<file path="src/pidsd_pkg.sv">
package pidsd_pkg;

    localparam int HIST_DEPTH = 8;
    localparam int HIST_IDX_W = $clog2(HIST_DEPTH);
    localparam logic signed [31:0] ONE_Q16 = 32'sd65536;
    localparam logic signed [31:0] S32_MAX = 32'sh7fffffff;
    localparam logic signed [31:0] S32_MIN = 32'sh80000000;

    localparam logic [2:0] REG_TARGET = 3'd0;
    localparam logic [2:0] REG_GAIN_P = 3'd1;
    localparam logic [2:0] REG_GAIN_I = 3'd2;
    localparam logic [2:0] REG_GAIN_D = 3'd3;
    localparam logic [2:0] REG_LIMIT  = 3'd4;

    localparam logic [1:0] ST_OK   = 2'd0;
    localparam logic [1:0] ST_SAT  = 2'd1;
    localparam logic [1:0] ST_DT0  = 2'd2;

    localparam int DIV_STEPS = 48;
    localparam int DIV_CNT_W = $clog2(DIV_STEPS + 1);

    typedef struct packed {
        logic load;       // capture input, form error
        logic integ;      // integral update
        logic div_start;  // set up divide
        logic div_step;   // one quotient bit
        logic deriv;      // derivative + history + steady
        logic mul_p;
        logic mul_i;
        logic mul_d;
        logic finish;     // drive saturation, result register
    } pidsd_cmd_t;

    typedef struct packed {
        logic div_done;
    } pidsd_sts_t;

    function automatic logic signed [31:0] sat32(input logic signed [65:0] v);
        if (v > 66'sh0_7fff_ffff) return S32_MAX;
        else if (v < -66'sh0_8000_0000) return S32_MIN;
        else return v[31:0];
    endfunction

    function automatic logic ovf32(input logic signed [65:0] v);
        return (v > 66'sh0_7fff_ffff) || (v < -66'sh0_8000_0000);
    endfunction

endpackage

</file>
<file path="src/pidsd_ctrl.sv">
module pidsd_ctrl
(
    input  logic                   clk,
    input  logic                   rst_n,
    input  logic                   in_fire,
    input  logic                   out_free,
    input  pidsd_pkg::pidsd_sts_t  sts,
    output logic                   busy,
    output pidsd_pkg::pidsd_cmd_t  cmd
);

    localparam logic [3:0] S_IDLE  = 4'd0;
    localparam logic [3:0] S_INTEG = 4'd1;
    localparam logic [3:0] S_DIVS  = 4'd2;
    localparam logic [3:0] S_DIV   = 4'd3;
    localparam logic [3:0] S_DER   = 4'd4;
    localparam logic [3:0] S_MP    = 4'd5;
    localparam logic [3:0] S_MI    = 4'd6;
    localparam logic [3:0] S_MD    = 4'd7;
    localparam logic [3:0] S_FIN   = 4'd8;

    logic [3:0] state_reg, state_next;

    always_ff @(posedge clk or negedge rst_n)
    begin
        if (!rst_n)
            state_reg <= S_IDLE;
        else
            state_reg <= state_next;
    end

    always_comb
    begin
        state_next = state_reg;
        cmd = '0;
        case (state_reg)
            S_IDLE:
            begin
                if (in_fire)
                begin
                    cmd.load = 1'b1;
                    state_next = S_INTEG;
                end
            end
            S_INTEG:
            begin
                cmd.integ = 1'b1;
                state_next = S_DIVS;
            end
            S_DIVS:
            begin
                cmd.div_start = 1'b1;
                state_next = S_DIV;
            end
            S_DIV:
            begin
                if (sts.div_done)
                    state_next = S_DER;
                else
                    cmd.div_step = 1'b1;
            end
            S_DER:
            begin
                cmd.deriv = 1'b1;
                state_next = S_MP;
            end
            S_MP:
            begin
                cmd.mul_p = 1'b1;
                state_next = S_MI;
            end
            S_MI:
            begin
                cmd.mul_i = 1'b1;
                state_next = S_MD;
            end
            S_MD:
            begin
                cmd.mul_d = 1'b1;
                state_next = S_FIN;
            end
            S_FIN:
            begin
                if (out_free)
                begin
                    cmd.finish = 1'b1;
                    state_next = S_IDLE;
                end
            end
            default: state_next = S_IDLE;
        endcase
    end

    assign busy = (state_reg != S_IDLE);

    a_load_idle: assert property (@(posedge clk) disable iff (!rst_n)
        cmd.load |-> state_reg == S_IDLE)
        else $error("load outside idle");
    a_fin_next_idle: assert property (@(posedge clk) disable iff (!rst_n)
        cmd.finish |=> state_reg == S_IDLE)
        else $error("finish not followed by idle");
    a_div_enter: assert property (@(posedge clk) disable iff (!rst_n)
        cmd.div_start |=> state_reg == S_DIV)
        else $error("divide not entered");

endmodule

</file>
<file path="config.mk">
export PLATFORM = sky130hd
export DESIGN_NAME = pidsd_ctrl
export DESIGN_NICKNAME = d
export VERILOG_FILES = /design/src/pidsd_pkg.sv /design/src/pidsd_ctrl.sv
export SDC_FILE = /design/constraint.sdc
export NUM_CORES = 1
export LEC_CHECK = 0
export BUFFER_PORTS_ARGS = -buffer_cell sky130_fd_sc_hd__buf_2
export CAP_MARGIN = 20
export CORE_AREA = 2 2 39 41
export CTS_BUF_LIST = sky130_fd_sc_hd__clkbuf_8 sky130_fd_sc_hd__clkbuf_16
export DETAILED_ROUTE_END_ITERATION = 10
export DIE_AREA = 0 0 41 43
export HOLD_SLACK_MARGIN = 0.08
export PLACE_DENSITY_LB_ADDON = 0.08
export SYNTH_ARGS = -nofsm -noshare
export SYNTH_HDL_FRONTEND = slang
export SYNTH_SLANG_ARGS = --single-unit
</file>
<file path="constraint.sdc">
create_clock -name clk -period 1.62 [get_ports clk]
set_input_delay 0.081 -clock clk [delete_from_list [all_inputs] [get_ports clk]]
set_output_delay 0.081 -clock clk [all_outputs]
set_load 0.02 [all_outputs]
</file>
==> results_tabular.tex, run 1 <==
\begin{tabular}{lr}
\hline
Metric & Value \\
\hline
\multicolumn{2}{l}{\textbf{Floorplanning}} \\
Starting density of the core & 21.3\% \\
Number of top-level design ports & 15 \\
Die span in x & 41 um \\
Number of rows in the core area & 14 \\
Height of the die & 43 um \\
Die Footprint & 0.00176 mm2 \\
Area of the placeable core & 0.00138 mm2 \\
\multicolumn{2}{l}{\textbf{CTS}} \\
Resized Gates After CTS & 0 \\
Number of clock sinks & 4 \\
Buffer depth of the longest clock path & 2 \\
Insertion delay of the later-clocked pin in the worst-skew pair & 0.22 ns \\
Post-CTS Setup Inserts & 0 \\
CTS tree & done \\
H-tree Lvls & 1 \\
CTS clock-pin slew for the worst setup and hold paths & 0.03 ns \\
CTS root buffer & sky130\_fd\_sc\_hd\_\_clkbuf\_8 \\
Inserted Clock Buffers & 3 \\
\multicolumn{2}{l}{\textbf{Place}} \\
Placed cell count & 65 \\
IO Port Bufs & 14 \\
Weighted congestion reported at the end of routability-driven placement & 0.704 \\
Standard cell area after detailed placement & 387 um2 \\
DP Wirelength & 615 um \\
\multicolumn{2}{l}{\textbf{Yosys}} \\
Largest area contributor in the netlist & sky130\_fd\_sc\_hd\_\_dfrtp\_1 \\
Fraction of synthesized cell area taken by the top area cell type & 33.9\% \\
Flops \& latches, synth & 4 \\
Avg Inst Size Synth & 8.44 um2 \\
Gate count after technology mapping & 35 \\
Distinct cells, synth & 20 \\
Yosys warning total & 0 \\
Number of nets in the synthesized netlist & 40 \\
List of most frequent post-synthesis cells & sky130\_fd\_sc\_hd\_\_nor2\_1, sky130\_fd\_sc\_hd\_\_dfrtp\_1, sky130\_fd\_sc\_hd\_\_nor3\_1 \\
Number of flops mapped to enable cells by yosys & 0 \\
Sequential element share of the synthesized area & 33.9\% \\
Share of flip-flops with an asynchronous set or reset & 100\% \\
Biggest area contributors in the synthesized netlist & sky130\_fd\_sc\_hd\_\_dfrtp\_1, sky130\_fd\_sc\_hd\_\_nor2\_1, sky130\_fd\_sc\_hd\_\_nor3\_1 \\
Post-synth top flop & sky130\_fd\_sc\_hd\_\_dfrtp\_1 \\
Count leader, synth & sky130\_fd\_sc\_hd\_\_nor2\_1 \\
Netlist area before placement & 295 um2 \\
\multicolumn{2}{l}{\textbf{Timing}} \\
Remaining max-slew budget at the tightest pin & 85.7\% \\
Final min period & 1.48 ns \\
Setup-failing EPs final & 0 \\
Final worst path period share & 91.2\% \\
Max Clk Rate & 0.677 GHz \\
Number of hold violations in the final report & 0 \\
Largest clock skew in the final design & 0.00258 ns \\
Worst-margin pin slew & 0.214 ns \\
Number of pins exceeding their max-slew limit in the final report & 0 \\
Total negative slack & 0 ns \\
Setup repair after global routing missed its margin & no \\
\multicolumn{2}{l}{\textbf{Setup path}} \\
Critical path peak fanout & 2 \\
Destination of the worst register-to-register timing path & state\_reg[3] \\
Classification of the worst setup path & reg -> out \\
Flop2flop setup slack & 0.51 ns \\
Type of origin of the critical path & flop \\
Reg2reg path depth & 2 \\
First element of the critical path & state\_reg[1] \\
Data required, critical path & 1.54 ns \\
Crit path to & cmd[0] \\
Worst endpoint data arrival time & 1.40 ns \\
R2r startpoint & state\_reg[1] \\
Critical path endpoint category & primary output \\
\multicolumn{2}{l}{\textbf{Power}} \\
Power Internal & 524 uW \\
Switching power share of the total & 43.1\% \\
Max rail drop VDD & 0.597 mV \\
Pwr Density & 2060 mW/mm2 \\
Total power of the final layout & 921 uW \\
Net switching power & 397 uW \\
Seq pwr share & 18.3\% \\
Leak Pwr & 0.229 nW \\
Clk network pwr share & 22.9\% \\
Combinational share of power & 58.9\% \\
\multicolumn{2}{l}{\textbf{Final layout}} \\
Final cell count without fillers & 70 \\
Final non-filler cell area & 448 um2 \\
Number of flip-flops in the largest register & 4 \\
Fin util & 32.4\% \\
Proportion of layout cells with a drive suffix above 1 & 44.4\% \\
Final nets & 61 \\
Area growth from synthesis to layout & 51.7\% \\
Diode insertion count for antenna repair & 0 \\
\# fillers & 160 \\
\multicolumn{2}{l}{\textbf{Global route}} \\
Tot GR Track Use & 12.2\% \\
First-pass GRT wire length & 1370 um \\
Largest net degree at the start of global routing & 10 \\
Antenna violations before repair & 0 \\
Vias in the first global route & 331 \\
Remaining global-route overflow & 0 \\
\multicolumn{2}{l}{\textbf{Detailed routing}} \\
Routed via count divided by cell count & 4.71 \\
Total length of routed wires & 849 um \\
1st-iter DRT viols & 8 \\
Residual DRC count & 0 \\
Number of optimization iterations in the first detailed-route pass & 4 \\
Routed vias & 330 \\
Number of nets with antenna violations after routing & 0 \\
Drt wl/cell & 12.1 um \\
\multicolumn{2}{l}{\textbf{Outcome}} \\
Status & finished, final reports clean \\
\multicolumn{2}{l}{\textbf{Job}} \\
MaxCap Viol Count & 0 \\
\multicolumn{2}{l}{\textbf{Hold path}} \\
Worst min-delay path category & in -> reg \\
\hline
\end{tabular}
## routing by layer
metal / wire length (um) / global-route usage, % / vias up / share of wire, %
met5: 0 / 0 / - / 0
met4: 0 / 12.0 / 0 / 0
met1: 366 / 12.7 / 160 / 43
li1: - / - / 160 / -
met3: 34 / 3.14 / 0 / 4.0
met2: 448 / 18.1 / 10 / 53
## kinds of logic (layout without fill, tap and decap cells)
family	after synthesis	count (layout)	share of synthesized area [%]
AND/OR/NAND/NOR	20	20	37.7
AO/OA/AOI/OAI	6	6	17.4
buffers and inverters	5	24	11.0
flip-flops	4	4	33.9
## final cells by class
class	count	area [um2]	area share, %
inverter	1	3.75	0.838
multi-input combinational	26	163	36.3
timing repair buffer	20	120	26.8
sequential	4	100	22.3
tap	16	20.0	4.47
clock buffer	3	41.3	9.22
## cell usage in the layout, fill, tap and decap left out, drive strengths merged, types with 2 or more instances in the layout
cell	count
dlygate4sd3	2
nand2	2
dfrtp	4
or2b	2
buf	18
nor3	3
nor2	7
nand2b	2
clkbuf	3
## metrics by stage
| step | hold WS [ns] | worst slack [ns] |
|---|---|---|
| 4_1_cts | 0.169 | 0.126 |
| 3_3_place_gp | -0.110 | 0.380 |
| 3_5_place_dp | -0.108 | 0.368 |
| 2_1_floorplan | -0.215 | 0.225 |
| 5_1_grt | 0.188 | 0.108 |
| 6_report | 0.173 | 0.142 |
## critical path, stage by stage (launching register included)
cell and delay (ns):
sky130_fd_sc_hd__dfrtp_1 0.37, sky130_fd_sc_hd__or4b_4 0.54, sky130_fd_sc_hd__nor2_1 0.10, sky130_fd_sc_hd__buf_2 0.17
## what timing repair did
item	CTS	global route
hold buffers	2	0
endpoints found under the hold margin	5	0
endpoints found under the setup margin	0	0
## power by group through the flow
stage / Combinational, mW / Clock (mW) / Sequential, mW
floorplan: 0.415 / 0 / 0.155
finish: 0.542 / 0.210 / 0.168
global route: 0.597 / 0.222 / 0.170
CTS: 0.550 / 0.219 / 0.168
detailed placement: 0.543 / 0 / 0.169
global placement: 0.534 / 0 / 0.169
## how the worst min path moves through the flow
stage | cells past startpoint | start | slack (ns) | end
floorplan | 0 | rst_n | -0.21 | state_reg[0]
global placement | 1 | rst_n | -0.11 | state_reg[3]
detailed placement | 1 | rst_n | -0.11 | state_reg[3]
CTS | 3 | in_fire | 0.17 | state_reg[0]
global route | 3 | in_fire | 0.19 | state_reg[0]
finish | 3 | in_fire | 0.17 | state_reg[0]
Note: power is estimated with default switching activity, not from simulation.
==> inputs of run 2 (changes only) <==
- ABC_AREA: not set -> 1
- MAX_ROUTING_LAYER: not set -> met4
==> results_tabular.tex, run 2 <==
\begin{tabular}{lr}
\hline
Metric & Value \\
\hline
\multicolumn{2}{l}{\textbf{Outcome}} \\
Status & finished, final reports clean \\
\multicolumn{2}{l}{\textbf{Place}} \\
Placed cell count & 70 \\
DP Wirelength & 550 um \\
IO Port Bufs & 14 \\
Weighted congestion reported at the end of routability-driven placement & 0.719 \\
\multicolumn{2}{l}{\textbf{Final layout}} \\
Area growth from synthesis to layout & 47.1\% \\
Most common library cell in the layout ignoring fill and taps & sky130\_fd\_sc\_hd\_\_buf\_2 \\
Diode insertion count for antenna repair & 0 \\
\# fillers & 158 \\
Final cell count without fillers & 74 \\
Final nets & 65 \\
Most used cells in the layout excluding fill and tap cells & sky130\_fd\_sc\_hd\_\_buf\_2, sky130\_fd\_sc\_hd\_\_inv\_1, sky130\_fd\_sc\_hd\_\_nor2\_1, sky130\_fd\_sc\_hd\_\_nor3\_1, sky130\_fd\_sc\_hd\_\_dfrtp\_1 \\
Number of flip-flops in the largest register & 4 \\
Fin util & 31.9\% \\
Proportion of layout cells with a drive suffix above 1 & 46.6\% \\
\multicolumn{2}{l}{\textbf{Hold path}} \\
Worst min-delay path category & in -> reg \\
\multicolumn{2}{l}{\textbf{Yosys}} \\
Distinct cells, synth & 17 \\
Number of flops mapped to enable cells by yosys & 0 \\
Biggest area contributors in the synthesized netlist & sky130\_fd\_sc\_hd\_\_dfrtp\_1, sky130\_fd\_sc\_hd\_\_inv\_1, sky130\_fd\_sc\_hd\_\_nand3b\_4 \\
Sequential element share of the synthesized area & 33.3\% \\
Number of nets in the synthesized netlist & 45 \\
List of most frequent post-synthesis cells & sky130\_fd\_sc\_hd\_\_inv\_1, sky130\_fd\_sc\_hd\_\_nor2\_1, sky130\_fd\_sc\_hd\_\_dfrtp\_1, sky130\_fd\_sc\_hd\_\_nor3\_1 \\
Fraction of synthesized cell area taken by the top area cell type & 33.3\% \\
Flops \& latches, synth & 4 \\
Largest area contributor in the netlist & sky130\_fd\_sc\_hd\_\_dfrtp\_1 \\
Gate count after technology mapping & 40 \\
Share of flip-flops with an asynchronous set or reset & 100\% \\
Netlist area before placement & 300 um2 \\
Yosys warning total & 0 \\
Count leader, synth & sky130\_fd\_sc\_hd\_\_inv\_1 \\
Avg Inst Size Synth & 7.51 um2 \\
Post-synth top flop & sky130\_fd\_sc\_hd\_\_dfrtp\_1 \\
\multicolumn{2}{l}{\textbf{Global route}} \\
Largest net degree at the start of global routing & 7 \\
First-pass GRT wire length & 1120 um \\
Remaining global-route overflow & 0 \\
Vias in the first global route & 273 \\
Tot GR Track Use & 10.6\% \\
Antenna violations before repair & 0 \\
\multicolumn{2}{l}{\textbf{Setup path}} \\
Critical path endpoint category & primary output \\
Data required, critical path & 1.54 ns \\
Worst endpoint data arrival time & 1.30 ns \\
Critical path peak fanout & 5 \\
Type of origin of the critical path & flop \\
Destination of the worst register-to-register timing path & state\_reg[2] \\
Classification of the worst setup path & reg -> out \\
First element of the critical path & state\_reg[1] \\
Flop2flop setup slack & 0.55 ns \\
Crit path to & cmd[0] \\
R2r startpoint & state\_reg[1] \\
Reg2reg path depth & 4 \\
\multicolumn{2}{l}{\textbf{Floorplanning}} \\
Number of top-level design ports & 15 \\
Height of the die & 43 um \\
Die span in x & 41 um \\
Number of rows in the core area & 14 \\
Die Footprint & 0.00176 mm2 \\
Starting density of the core & 21.7\% \\
Area of the placeable core & 0.00138 mm2 \\
\multicolumn{2}{l}{\textbf{Timing}} \\
Total negative slack & 0 ns \\
Setup-failing EPs final & 0 \\
Final min period & 1.39 ns \\
Number of pins exceeding their max-slew limit in the final report & 0 \\
Number of hold violations in the final report & 0 \\
Setup repair after global routing missed its margin & no \\
Max Clk Rate & 0.722 GHz \\
Hold slack & 0.165 ns \\
Final worst path period share & 85.5\% \\
Largest clock skew in the final design & 0.000654 ns \\
Remaining max-slew budget at the tightest pin & 85.7\% \\
Worst-margin pin slew & 0.212 ns \\
\multicolumn{2}{l}{\textbf{CTS}} \\
Inserted Clock Buffers & 3 \\
Insertion delay of the later-clocked pin in the worst-skew pair & 0.22 ns \\
Number of clock sinks & 4 \\
CTS clock-pin slew for the worst setup and hold paths & 0.03 ns \\
H-tree Lvls & 1 \\
Buffer depth of the longest clock path & 2 \\
CTS tree & done \\
CTS root buffer & sky130\_fd\_sc\_hd\_\_clkbuf\_8 \\
Post-CTS Setup Inserts & 0 \\
\multicolumn{2}{l}{\textbf{Detailed routing}} \\
Number of nets with antenna violations after routing & 0 \\
Number of optimization iterations in the first detailed-route pass & 2 \\
Routed via count divided by cell count & 4.19 \\
Residual DRC count & 0 \\
1st-iter DRT viols & 3 \\
Drt wl/cell & 9.27 um \\
Total length of routed wires & 686 um \\
Routed vias & 310 \\
\multicolumn{2}{l}{\textbf{Power}} \\
Max rail drop VDD & 0.655 mV \\
Pwr Density & 2180 mW/mm2 \\
Net switching power & 475 uW \\
Combinational share of power & 55.9\% \\
Leak Pwr & 0.257 nW \\
Clk network pwr share & 21.5\% \\
Total power of the final layout & 965 uW \\
Seq pwr share & 22.7\% \\
Switching power share of the total & 49.2\% \\
Power Internal & 490 uW \\
\multicolumn{2}{l}{\textbf{Job}} \\
MaxCap Viol Count & 0 \\
\hline
\end{tabular}
run 2: cell count changes after synthesis, sizes merged, moves of 2 or more:
cell / change
buf: -4
inv: +8
nand2: +3
nand2b: -2
nand3: +3
o21ai: +2
or2b: -2
run 2: metrics by stage:
step	worst slack, ns	instance area, um2
global route	0.124	442
CTS	0.228	442
finish	0.234	442
floorplan	0.252	300
global placement	0.472	390
detailed placement	0.462	390
run 2: area by class of cell:
type	count	area [um2]	share of cell area, %
Multi-Input combinational cell	26	158	35.7
Sequential cell	4	100	22.7
Timing Repair Buffer	15	80.1	18.1
Inverter	10	42.5	9.63
Clock buffer	3	41.3	9.35
Tap cell	16	20.0	4.53
run 2: power by group through the flow:
stage | clock (mW) | combinational [mW] | sequential (mW)
after floorplan | 0 | 0.416 | 0.209
after global placement | 0 | 0.557 | 0.221
after detailed placement | 0 | 0.543 | 0.221
after CTS | 0.212 | 0.546 | 0.221
after global routing | 0.220 | 0.598 | 0.231
final | 0.207 | 0.539 | 0.219
run 2: worst min path at each step:
stage | startpoint | endpoint | slack [ns] | cells after the start
2_1_floorplan | rst_n | state_reg[0] | -0.21 | 0
3_3_place_gp | rst_n | state_reg[2] | -0.11 | 1
3_5_place_dp | rst_n | state_reg[3] | -0.11 | 1
4_1_cts | sts | state_reg[0] | 0.17 | 3
5_1_grt | sts | state_reg[0] | 0.17 | 3
6_report | sts | state_reg[0] | 0.17 | 3
run 2: kinds of logic after synthesis:
family,count (synthesis),share of synthesized area [%]
AO/OA/AOI/OAI,3,7.08
flip-flops,4,33.3
buffers and inverters,10,14.2
AND/OR/NAND/NOR,23,45.4
run 2: per-layer routing:
layer	vias up	wire length, um	share of wire (%)	track usage (%)
li1	164	-	-	-
met1	128	301	44	11.1
met2	15	296	43	13.1
met3	3	67	9.8	4.71
met4	0	22	3.2	12.0
met5	-	0	0	-
run 2: timing repair:
item                                   CTS  global route
resized for setup                        0             0
hold buffers                             1             0
endpoints found under the hold margin    4             0
run 2: worst max-delay path: stages (launching register included):
cell,delay [ns]
sky130_fd_sc_hd__dfrtp_1,0.42
sky130_fd_sc_hd__nor2_2,0.22
sky130_fd_sc_hd__inv_1,0.08
sky130_fd_sc_hd__nor4_1,0.16
sky130_fd_sc_hd__buf_2,0.21
==> inputs of run 3 (changes only) <==
==> constraint.sdc (replaced) <==
create_clock -name clk -period 1.62 [get_ports clk]
set_input_delay 0.162 -clock clk [delete_from_list [all_inputs] [get_ports clk]]
set_output_delay 0.162 -clock clk [all_outputs]
set_load 0.02 [all_outputs]
==> results_tabular.tex, run 3 (synthesis results as in run 2) <==
\begin{tabular}{lr}
\hline
Metric & Value \\
\hline
\multicolumn{2}{l}{\textbf{Timing}} \\
Largest clock skew in the final design & 0.00179 ns \\
Final min period & 1.49 ns \\
Remaining max-slew budget at the tightest pin & 85.9\% \\
Number of hold violations in the final report & 0 \\
Setup-failing EPs final & 0 \\
Total negative slack & 0 ns \\
Setup repair after global routing missed its margin & no \\
Max Clk Rate & 0.672 GHz \\
Setup ws final & 0.131 ns \\
Number of pins exceeding their max-slew limit in the final report & 0 \\
Final worst path period share & 91.9\% \\
Hold slack & 0.249 ns \\
Worst-margin pin slew & 0.210 ns \\
\multicolumn{2}{l}{\textbf{Global route}} \\
Antenna violations before repair & 0 \\
Fraction of met1 tracks used by global routing & 11.7\% \\
First-pass GRT wire length & 1140 um \\
Vias in the first global route & 282 \\
Largest net degree at the start of global routing & 7 \\
Tot GR Track Use & 10.1\% \\
Met2 Usage GRT & 14.7\% \\
Busiest layer in global routing & met2 \\
Remaining global-route overflow & 0 \\
Met3 capacity usage during global routing & 1.57\% \\
\multicolumn{2}{l}{\textbf{Place}} \\
Weighted congestion reported at the end of routability-driven placement & 0.719 \\
DP Wirelength & 592 um \\
IO Port Bufs & 14 \\
Setup slack after placement & 0.373 ns \\
Standard cell area after detailed placement & 390 um2 \\
Placed cell count & 70 \\
\multicolumn{2}{l}{\textbf{Floorplanning}} \\
Area of the placeable core & 0.00138 mm2 \\
Height of the die & 43 um \\
Number of top-level design ports & 15 \\
Die span in x & 41 um \\
Die Footprint & 0.00176 mm2 \\
Starting density of the core & 21.7\% \\
Number of rows in the core area & 14 \\
\multicolumn{2}{l}{\textbf{Detailed routing}} \\
Residual DRC count & 0 \\
Routed via count divided by cell count & 4.26 \\
Number of optimization iterations in the first detailed-route pass & 4 \\
Total length of routed wires & 735 um \\
Routed vias & 315 \\
1st-iter DRT viols & 8 \\
Drt wl/cell & 9.93 um \\
Number of nets with antenna violations after routing & 0 \\
\multicolumn{2}{l}{\textbf{Final layout}} \\
Area growth from synthesis to layout & 47.1\% \\
Number of flip-flops in the largest register & 4 \\
Most common library cell in the layout ignoring fill and taps & sky130\_fd\_sc\_hd\_\_buf\_2 \\
Fin util & 31.9\% \\
Final cell count without fillers & 74 \\
Final non-filler cell area & 442 um2 \\
Final nets & 65 \\
Storage cell area & 100 um2 \\
\# fillers & 156 \\
Area used by multi-input combinational logic & 158 um2 \\
Diode insertion count for antenna repair & 0 \\
Proportion of layout cells with a drive suffix above 1 & 46.6\% \\
Most used cells in the layout excluding fill and tap cells & sky130\_fd\_sc\_hd\_\_buf\_2, sky130\_fd\_sc\_hd\_\_inv\_1, sky130\_fd\_sc\_hd\_\_nor2\_1, sky130\_fd\_sc\_hd\_\_nor3\_1, sky130\_fd\_sc\_hd\_\_dfrtp\_1 \\
\multicolumn{2}{l}{\textbf{Hold path}} \\
Worst min-delay path category & in -> reg \\
\multicolumn{2}{l}{\textbf{Setup path}} \\
Max stage delay on crit path & 0.42 ns \\
Critical path endpoint category & primary output \\
Worst endpoint data arrival time & 1.33 ns \\
Chain of cells forming the critical path & nor2\_2 > inv\_1 > nor4\_1 > buf\_2 \\
Top delay family on crit path & flip-flops \\
Crit path buf inv count & 2 \\
Type of origin of the critical path & flop \\
Critical path peak fanout & 5 \\
CP max stage cell & sky130\_fd\_sc\_hd\_\_dfrtp\_1 \\
Data required, critical path & 1.46 ns \\
Flop2flop setup slack & 0.49 ns \\
Classification of the worst setup path & reg -> out \\
\multicolumn{2}{l}{\textbf{CTS}} \\
Resized Gates After CTS & 0 \\
Buffer depth of the longest clock path & 2 \\
CTS tree & done \\
Number of clock sinks & 4 \\
Inserted Clock Buffers & 3 \\
CTS clock-pin slew for the worst setup and hold paths & 0.03 ns \\
CTS root buffer & sky130\_fd\_sc\_hd\_\_clkbuf\_8 \\
H-tree Lvls & 1 \\
Insertion delay of the later-clocked pin in the worst-skew pair & 0.21 ns \\
\multicolumn{2}{l}{\textbf{Power}} \\
Clk network pwr share & 21.3\% \\
Power Internal & 490 uW \\
Leak Pwr & 0.257 nW \\
Seq pwr share & 22.8\% \\
Net switching power & 480 uW \\
Switching power share of the total & 49.5\% \\
Pwr Density & 2190 mW/mm2 \\
Max rail drop VDD & 0.654 mV \\
Total power of the final layout & 969 uW \\
Combinational share of power & 55.9\% \\
\multicolumn{2}{l}{\textbf{Outcome}} \\
Status & finished, final reports clean \\
\multicolumn{2}{l}{\textbf{Job}} \\
MaxCap Viol Count & 0 \\
\hline
\end{tabular}
==> run 3: cell counts in the layout (fill, tap and decap cells not counted) <==
Identical to the previous run, type by type.
==> run 3: worst paths after layout <==
kind | from | endpoint | cells past startpoint
max reg2reg | state_reg[1] | state_reg[2] | 4
min in group asynchronous | rst_n | state_reg[1] | 2
min reg2reg | state_reg[3] | state_reg[1] | 1
max | state_reg[1] | cmd[0] | 4
max in group asynchronous | rst_n | state_reg[2] | 2
min | sts | state_reg[0] | 3
==> run 3: worst min-delay path: stages <==
cell and delay [ns]:
sky130_fd_sc_hd__buf_2 0.08, sky130_fd_sc_hd__nand3b_4 0.13, sky130_fd_sc_hd__nand2_1 0.05
==> run 3: final cells by class <==
class / count / share of cell area (%)
tap: 16 / 4.53
clock buffer: 3 / 9.35
sequential: 4 / 22.7
multi-input combinational: 26 / 35.7
inverter: 10 / 9.63
timing repair buffer: 15 / 18.1
==> run 3: power by group through the flow <==
| stage | Combinational (mW) | Clock [mW] | Sequential, mW |
|---|---|---|---|
| 6_report | 0.542 | 0.207 | 0.221 |
| 3_5_place_dp | 0.548 | 0 | 0.222 |
| 5_1_grt | 0.603 | 0.215 | 0.231 |
| 3_3_place_gp | 0.557 | 0 | 0.221 |
| 2_1_floorplan | 0.416 | 0 | 0.209 |
| 4_1_cts | 0.552 | 0.210 | 0.222 |
==> run 3: repair_timing <==
action,4_1_cts,5_1_grt
hold buffers,1,0
endpoints found under the setup margin,0,0
setup buffers,0,0
hold endpoints to repair,4,0
==> run 3: layer usage <==
| layer | vias up | routed length (um) |
|---|---|---|
| met4 | 0 | 0 |
| li1 | 163 | - |
| met2 | 18 | 335 |
| met3 | 0 | 70 |
| met1 | 134 | 328 |
| met5 | - | 0 |
